<file path="config.mk">
export PLATFORM = sky130hd
export DESIGN_NAME = ttb_ctrl
export DESIGN_NICKNAME = d
export VERILOG_FILES = /design/src/sv/ttb_pkg.sv /design/src/sv/ttb_ctrl.sv
export SDC_FILE = /design/constraint.sdc
export NUM_CORES = 1
export LEC_CHECK = 0
export ABC_AREA = 1
export BUFFER_PORTS_ARGS = -buffer_cell sky130_fd_sc_hd__buf_2
export CELL_PAD_IN_SITES_DETAIL_PLACEMENT = 0
export CELL_PAD_IN_SITES_GLOBAL_PLACEMENT = 2
export CORE_MARGIN = 1
export CORE_UTILIZATION = 32
export CTS_BUF_LIST = sky130_fd_sc_hd__clkbuf_8 sky130_fd_sc_hd__clkbuf_16
export DETAILED_ROUTE_END_ITERATION = 7
export HOLD_SLACK_MARGIN = 0.15
export PLACE_DENSITY = 0.86
export SLEW_MARGIN = 20
export SYNTH_ARGS = -nofsm -noshare
export SYNTH_HDL_FRONTEND = slang
export SYNTH_SLANG_ARGS = --single-unit
export TNS_END_PERCENT = 1
</file>
<file path="constraint.sdc">
create_clock -name clk -period 3.9 [get_ports clk]
set_clock_uncertainty 0.1 [all_clocks]
set_input_delay 0.39 -clock clk [delete_from_list [all_inputs] [get_ports clk]]
set_output_delay 0.39 -clock clk [all_outputs]
set_load 0.01 [all_outputs]
</file>
<file path="src/sv/ttb_pkg.sv">
// ----------------------------------------------------------------------------
// ttb_pkg
// shared constants, state codes and controller/datapath command types
// ----------------------------------------------------------------------------
package ttb_pkg;

	localparam int COORD_WIDTH_DEF = 32;
	localparam int UNIT_WIDTH_DEF  = 16;
	localparam int DIFF_W          = 33;
	localparam int EDGE_W          = 31;
	localparam int MUL_W           = 32;
	localparam int PROD_W          = 64;
	localparam int CNT_W           = 6;
	localparam int SQRT_STEPS      = 32;

	localparam logic [3:0] MUL_CROSS_LAST = 4'd11;
	localparam logic [3:0] MUL_SQ0        = 4'd12;
	localparam logic [3:0] MUL_SQ_LAST    = 4'd14;

	typedef enum logic [3:0] {
		ST_IDLE,
		ST_CROSS,
		ST_CHECK,
		ST_LOADMAG,
		ST_NORM,
		ST_SQUARE,
		ST_SQRT,
		ST_DIV,
		ST_EMIT
	} ttb_state_t;

	typedef struct packed {
		logic       store_vtx;
		logic       slot;
		logic       load_tri;
		logic       mul_go;
		logic [3:0] mul_idx;
		logic       load_mag;
		logic       vec;
		logic       norm_step;
		logic       sqrt_init;
		logic       sqrt_step;
		logic       div_init;
		logic       div_step;
		logic       div_store;
		logic [1:0] comp;
		logic       set_degen;
		logic       emit;
	} ttb_cmd_t;

	typedef struct packed {
		logic zero_vec;
		logic norm_done;
		logic out_free;
	} ttb_stat_t;

endpackage

</file>
<file path="src/sv/ttb_ctrl.sv">
// ----------------------------------------------------------------------------
// ttb_ctrl
// sequencer for vertex capture, cross products, normalization and output
// ----------------------------------------------------------------------------
module ttb_ctrl import ttb_pkg::*; #(
	parameter int UNIT_WIDTH = UNIT_WIDTH_DEF
) (
	input  logic      clk,
	input  logic      arst_n,
	input  logic      in_valid,
	input  logic      last_vertex,
	output logic      in_stall,
	input  ttb_stat_t stat,
	output ttb_cmd_t  cmd
);

	localparam int QB = UNIT_WIDTH - 1;

	ttb_state_t       state_q, state_d;
	logic [CNT_W-1:0] cnt_q, cnt_d;
	logic             vec_q, vec_d;
	logic [1:0]       comp_q, comp_d;
	logic [1:0]       phase_q, phase_d;
	logic [1:0]       eff_ph;

	always_ff @(posedge clk or negedge arst_n) begin
		if (!arst_n) begin
			state_q <= ST_IDLE;
			cnt_q   <= '0;
			vec_q   <= 1'b0;
			comp_q  <= '0;
			phase_q <= '0;
		end else begin
			state_q <= state_d;
			cnt_q   <= cnt_d;
			vec_q   <= vec_d;
			comp_q  <= comp_d;
			phase_q <= phase_d;
		end
	end

	always_comb begin
		state_d  = state_q;
		cnt_d    = cnt_q;
		vec_d    = vec_q;
		comp_d   = comp_q;
		phase_d  = phase_q;
		cmd      = '0;
		cmd.vec  = vec_q;
		cmd.comp = comp_q;
		in_stall = 1'b1;
		eff_ph   = (phase_q == 2'd3) ? 2'd0 : phase_q;
		unique case (state_q)
			ST_IDLE: begin
				in_stall = 1'b0;
				if (in_valid) begin
					if (eff_ph != 2'd2) begin
						if (last_vertex) begin
							phase_d = '0;
						end else begin
							cmd.store_vtx = 1'b1;
							cmd.slot      = eff_ph[0];
							phase_d       = eff_ph + 2'd1;
						end
					end else begin
						cmd.load_tri = 1'b1;
						phase_d      = '0;
						cnt_d        = '0;
						state_d      = ST_CROSS;
					end
				end
			end
			ST_CROSS: begin
				cnt_d = cnt_q + 1'b1;
				if (cnt_q <= CNT_W'(MUL_CROSS_LAST)) begin
					cmd.mul_go  = 1'b1;
					cmd.mul_idx = cnt_q[3:0];
				end else begin
					state_d = ST_CHECK;
				end
			end
			ST_CHECK: begin
				if (stat.zero_vec) begin
					cmd.set_degen = 1'b1;
					state_d       = ST_EMIT;
				end else begin
					vec_d   = 1'b0;
					state_d = ST_LOADMAG;
				end
			end
			ST_LOADMAG: begin
				cmd.load_mag = 1'b1;
				state_d      = ST_NORM;
			end
			ST_NORM: begin
				if (stat.norm_done) begin
					cnt_d   = '0;
					state_d = ST_SQUARE;
				end else begin
					cmd.norm_step = 1'b1;
				end
			end
			ST_SQUARE: begin
				cnt_d = cnt_q + 1'b1;
				if (cnt_q <= CNT_W'(MUL_SQ_LAST - MUL_SQ0)) begin
					cmd.mul_go  = 1'b1;
					cmd.mul_idx = MUL_SQ0 + cnt_q[3:0];
				end else begin
					cnt_d   = '0;
					state_d = ST_SQRT;
				end
			end
			ST_SQRT: begin
				cnt_d = cnt_q + 1'b1;
				if (cnt_q == '0) begin
					cmd.sqrt_init = 1'b1;
				end else begin
					cmd.sqrt_step = 1'b1;
					if (cnt_q == CNT_W'(SQRT_STEPS)) begin
						cnt_d   = '0;
						comp_d  = '0;
						state_d = ST_DIV;
					end
				end
			end
			ST_DIV: begin
				cnt_d = cnt_q + 1'b1;
				if (cnt_q == '0) begin
					cmd.div_init = 1'b1;
				end else if (cnt_q <= CNT_W'(QB)) begin
					cmd.div_step = 1'b1;
				end else begin
					cmd.div_store = 1'b1;
					cnt_d         = '0;
					if (comp_q == 2'd2) begin
						if (!vec_q) begin
							vec_d   = 1'b1;
							state_d = ST_LOADMAG;
						end else begin
							state_d = ST_EMIT;
						end
					end else begin
						comp_d = comp_q + 2'd1;
					end
				end
			end
			ST_EMIT: begin
				if (stat.out_free) begin
					cmd.emit = 1'b1;
					state_d  = ST_IDLE;
				end
			end
			default: begin
				state_d = ST_IDLE;
			end
		endcase
	end

endmodule

</file>
Yosys cells after proc, flatten, opt, wreduce, memory -nomap -nowiden
Cells that the tools add are included.

Output and inout port bits: 21. Bits of input ports: 7. Bits in registers: 15. Word-level logic and storage cells: 107.

Reductions and logical operators: 10. Muxes and demuxes: 60. Add/subtract/negate cells: 4. Eq/ne operators: 25. Magnitude comparators: 3.

Operators with widths (number): $mux W4 (13); $mux W6 (8); $pmux W4 S9 (1); $pmux W6 S6 (1); $ne A2 B2 Y1 const B (14); $mux W2 (12); $mux W1 (17); $eq A4 B3 Y1 const B (4); $le A6 B4 Y1 const B (2); $reduce_and A11 Y1 (1); $mux W5 (2); $pmux W5 S2 (1); $mux W3 (3); $eq A4 B2 Y1 const B (2); $add A6 B1 Y6 const B (1); $eq A6 B6 Y1 const B (1); $le A6 B2 Y1 const B (1); $logic_not A6 Y1 (1); $reduce_and A6 Y1 (1); $reduce_bool A6 Y1 (1); $reduce_and A5 Y1 (1); $add A2 B1 Y2 const B (2); $add A4 B4 Y4 const A (1); $eq A2 B2 Y1 const B (2); other kinds (8) (9).

Longest topological paths before layout
Depth in word-level cells: 6. Depth in mapped cells: 11. Depth with buffers taken out: 11.

Worst setup path after synthesis
Ideal clock, no wire load.

Path type: register to output. Start point: register cnt_q[2]. End point: output cmd[15] (netlist name). Required time: 3.410 ns. Stages on the path, launching flop included: 10. Setup slack: 1.928 ns. Arrival time: 1.482 ns. Buffers on the path: 0. Path through: dfrtp_1 inv_1 ha_1 nand2_1 nand2_1 nand2_1 inv_1 nor2_8 inv_2 o21ai_0.

RTL lines: from (decl) (RTL line ttb_ctrl.sv:20) `logic [CNT_W-1:0] cnt_q, cnt_d;`; from (signal assigned) (RTL line ttb_ctrl.sv:35) `cnt_q <= cnt_d;`; to (decl) (RTL line ttb_ctrl.sv:14) `output ttb_cmd_t cmd`.

==> results.md <==
- Path type of the worst setup path: reg -> out
- Share of the yosys chip area belonging to registers: 0.2584
- Number of buffers inserted by post-CTS setup repair: 0
- Final Wtd Congestion: 0.7567
- Post-CTS Hold Fix Bufs: 1
- Class of the most critical hold timing path: in -> reg
- Count of unique library cells instantiated by Yosys: 28
- TritonCTS clock tree: yes
- Initial core utilization: 0.3336
- Endpoint type of the worst setup path: primary output
- TNS Setup: 0 ns
- Gate count after technology mapping: 215
- Maximum capacitance violations: 0
- Post-route DRC: 0
- Instance count along the most critical hold path: 4
- Dpl hpwl: around 2800 microns
- Fin Hold WS: between 0.3 and 0.4 ns
- Initial detailed-routing violation count: 69
- Status: complete, no violations
- Layout overhead on the synthesized area: 17.05%
- Largest net degree at the start of global routing: 16
- Top achievable clock speed: 419.3 MHz
- Leakage power of the design: 0.9855 nW
- Detailed-route via count: about 1400
- Dominant synthesized flop cell: sky130_fd_sc_hd__dfrtp_1
- Crit path max fanout: 6
- Clock Sink Count: 15
- Async set-or-reset flop fraction in the synthesized netlist: 1.000
- Pin slew with the least headroom to its limit: 0.4402 ns
- Summed area of non-filler cells in the final layout: 1700 sq um
- Final layout net count: 264
- Minimum clock period after layout: approximately 2.4 ns
- Crit path max-delay family: flip-flops
- Overall track demand over capacity in global routing: 0.1632
- Core outline area: roughly 4400 sq um
- Top-level I/O count: 28
- Biggest cell delay along the critical path: 0.44 ns
- Number of H-tree levels: 1
- Register clock-pin slew on the reported worst setup and hold paths: approximately 0.070 ns
- Maximum vdd drop: between 0.2 and 0.25 mV
- Number of diodes: 0
- Net count after synthesis: 232
- Worst slack at placement: 1.796 ns
- Remaining global-route overflow: 0
- Critical path data required time: 3.41 ns
- Aggregate routed wire length: 3687 microns
- Die outline width: between 60 and 70 microns
- Slew Limit Headroom: 0.7062
- Crit path arrival time: 1.89 ns
- Max Root-Sink Buffers: 2
- Cell type with the highest occurrence count on the critical path: sky130_fd_sc_hd__nand2_1
- First-pass GRT wire length: 6203 microns
- Startpoint Class: flip-flop
- Number of storage elements in the synthesis netlist: 15
- Setup repair after global routing missed its margin: false
- Library cell used as clock root buffer: sky130_fd_sc_hd__clkbuf_8
- Setup-failing EPs final: 0
- Die H: just under 70 microns
- Worst Reg2Reg Path Length in Cells: 11
- Cell-by-cell listing of the critical path: inv_1 > ha_1 > nand2_1 > nand2_1 > nand2_1 > inv_1 > nor2_8 > inv_2 > a21oi_1 > buf_2
- Die ar.: between 4000 and 5000 sq um
- Warnings from Yosys: 0
- Clock latency reported for the late side of the worst-skew pair: 0.26 ns
- Final worst-path cycle share: 0.6115
- Number of antenna violations at the first check in global routing: 0
- Setup slack of the most critical reg-to-reg path: 1.86 ns
- Number of buffers created by CTS: 3
- Cell area after placement: 1645 sq um
- Total iterations of the first detailed-routing run: 4
- Proportion of layout cells with a drive suffix above 1: 0.2480
- Placed cells: 293
- Per-cell via count in the routed design: 4.614
- Routed length per instance: between 10 and 15 microns
- Vias in the first global route: 1254
- Number of core rows: 24
- DRT antenna net count: 0
- Number of non-filler instances in the completed layout: 298
- Buffers & Inverters on Critical Path: 4
- PostCTS Resize Cnt: 0
- Slack of the critical path: between 1.5 and 2 ns
- Final Power: 1.210 mW
- Number of hold violations in the final report: 0
- Synth Cell Area: 1453 sq um
- Finished Core Util: 0.3905
- Slowest-stage cell, CP: sky130_fd_sc_hd__dfrtp_1
- Max-slew violation count: 0
- Critical path depth in cells: 10
- Count of flip-flops with a built-in enable after synthesis: 0
- Buffers on Ports: 27
- Syn_area_per_cell: between 6 and 7 sq um
- Power density of the placed cells: 711.8 nW/um^2
[report_power, final]
group	internal [mW]	total [mW]	switching [mW]
Sequential	0.207	0.278	0.0708
Clock	0.0701	0.135	0.0652
Combinational	0.262	0.797	0.535
[final cells by class]
class                   instances  area (sq um)
clock buffers                   3         41.29
clock inverters                 1         3.754
fillers                       478          2654
inverters                      40         150.1
multi-input cells             159         919.6
flip-flops and latches         15         375.4
well taps                      52         65.06
repair buffers                 28         145.1
[cells in the final DEF, fill, tap and decap left out]
cell type	instances
sky130_fd_sc_hd__clkbuf_8	3
sky130_fd_sc_hd__a21boi_0	1
sky130_fd_sc_hd__dfrtp_1	15
sky130_fd_sc_hd__nor2_1	23
sky130_fd_sc_hd__a21oi_1	3
sky130_fd_sc_hd__o21ai_1	2
sky130_fd_sc_hd__ha_1	10
sky130_fd_sc_hd__nand4_1	5
sky130_fd_sc_hd__buf_2	27
sky130_fd_sc_hd__nand3b_1	1
sky130_fd_sc_hd__nor3_1	2
sky130_fd_sc_hd__inv_1	33
sky130_fd_sc_hd__nor2_2	4
sky130_fd_sc_hd__nand2_4	1
sky130_fd_sc_hd__nand2_2	7
sky130_fd_sc_hd__xor2_1	2
sky130_fd_sc_hd__a22o_1	1
sky130_fd_sc_hd__nand3_1	24
sky130_fd_sc_hd__nand3_2	4
sky130_fd_sc_hd__or2_1	1
sky130_fd_sc_hd__o211ai_1	1
sky130_fd_sc_hd__nor2_4	6
sky130_fd_sc_hd__inv_2	7
sky130_fd_sc_hd__o21bai_1	1
sky130_fd_sc_hd__o22ai_1	4
sky130_fd_sc_hd__o21ai_0	3
sky130_fd_sc_hd__dlygate4sd3_1	1
sky130_fd_sc_hd__nand2_1	51
sky130_fd_sc_hd__nor2_8	2
sky130_fd_sc_hd__clkinv_1	1
[path summary, 6_finish.rpt]
check,startpoint,to
worst min register to register,comp_q[0]$_DFFE_PN0P_,comp_q[0]$_DFFE_PN0P_
max in group asynchronous,arst_n,cnt_q[4]$_DFFE_PN0P_
worst min-delay path,last_vertex,phase_q[1]$_DFFE_PN0P_
worst max register to register,cnt_q[2]$_DFFE_PN0P_,cnt_q[0]$_DFFE_PN0P_
worst max-delay path,cnt_q[2]$_DFFE_PN0P_,cmd[14]
min in group asynchronous,arst_n,cnt_q[0]$_DFFE_PN0P_
[tightest hold or removal path, cell delays in order]
cell and delay [ns]:
sky130_fd_sc_hd__buf_2 0.09, sky130_fd_sc_hd__nor3_1 0.04, sky130_fd_sc_hd__nand3_1 0.10, sky130_fd_sc_hd__o22ai_1 0.08
[kinds of logic after synthesis]
kind of cell,synth area share
simple gates,0.4686
buf+inv,0.1085
flops,0.2584
fa+ha+maj,0.08613
compound gates,0.06632
xor+xnor,0.01206
[synthesized netlist by cell type (all sizes together), types with 2 or more instances]
library cell	n	share of area
nor3	2	0.0069
nor2	35	0.15
inv	39	0.10
nand3	28	0.11
xor2	2	0.012
ha	10	0.086
o21ai	5	0.017
nand4	5	0.022
a21oi	3	0.010
nand2	59	0.17
o22ai	4	0.017
dfrtp	15	0.26
[state kept, by name, summed over array words and instances (netlist names)]
signal   cells
cnt_q        6
comp_q       2
phase_q      2
state_q      4
vec_q        1
[metal layers]
metal	vias up	wire [microns]	global-route usage
met3	5	107	0.01744
met1	606	1985	0.2570
met2	28	1538	0.2276
met5	-	0	0
met4	0	55	0.05442
li1	736	-	-
Note: power is estimated with default switching activity, not from simulation.
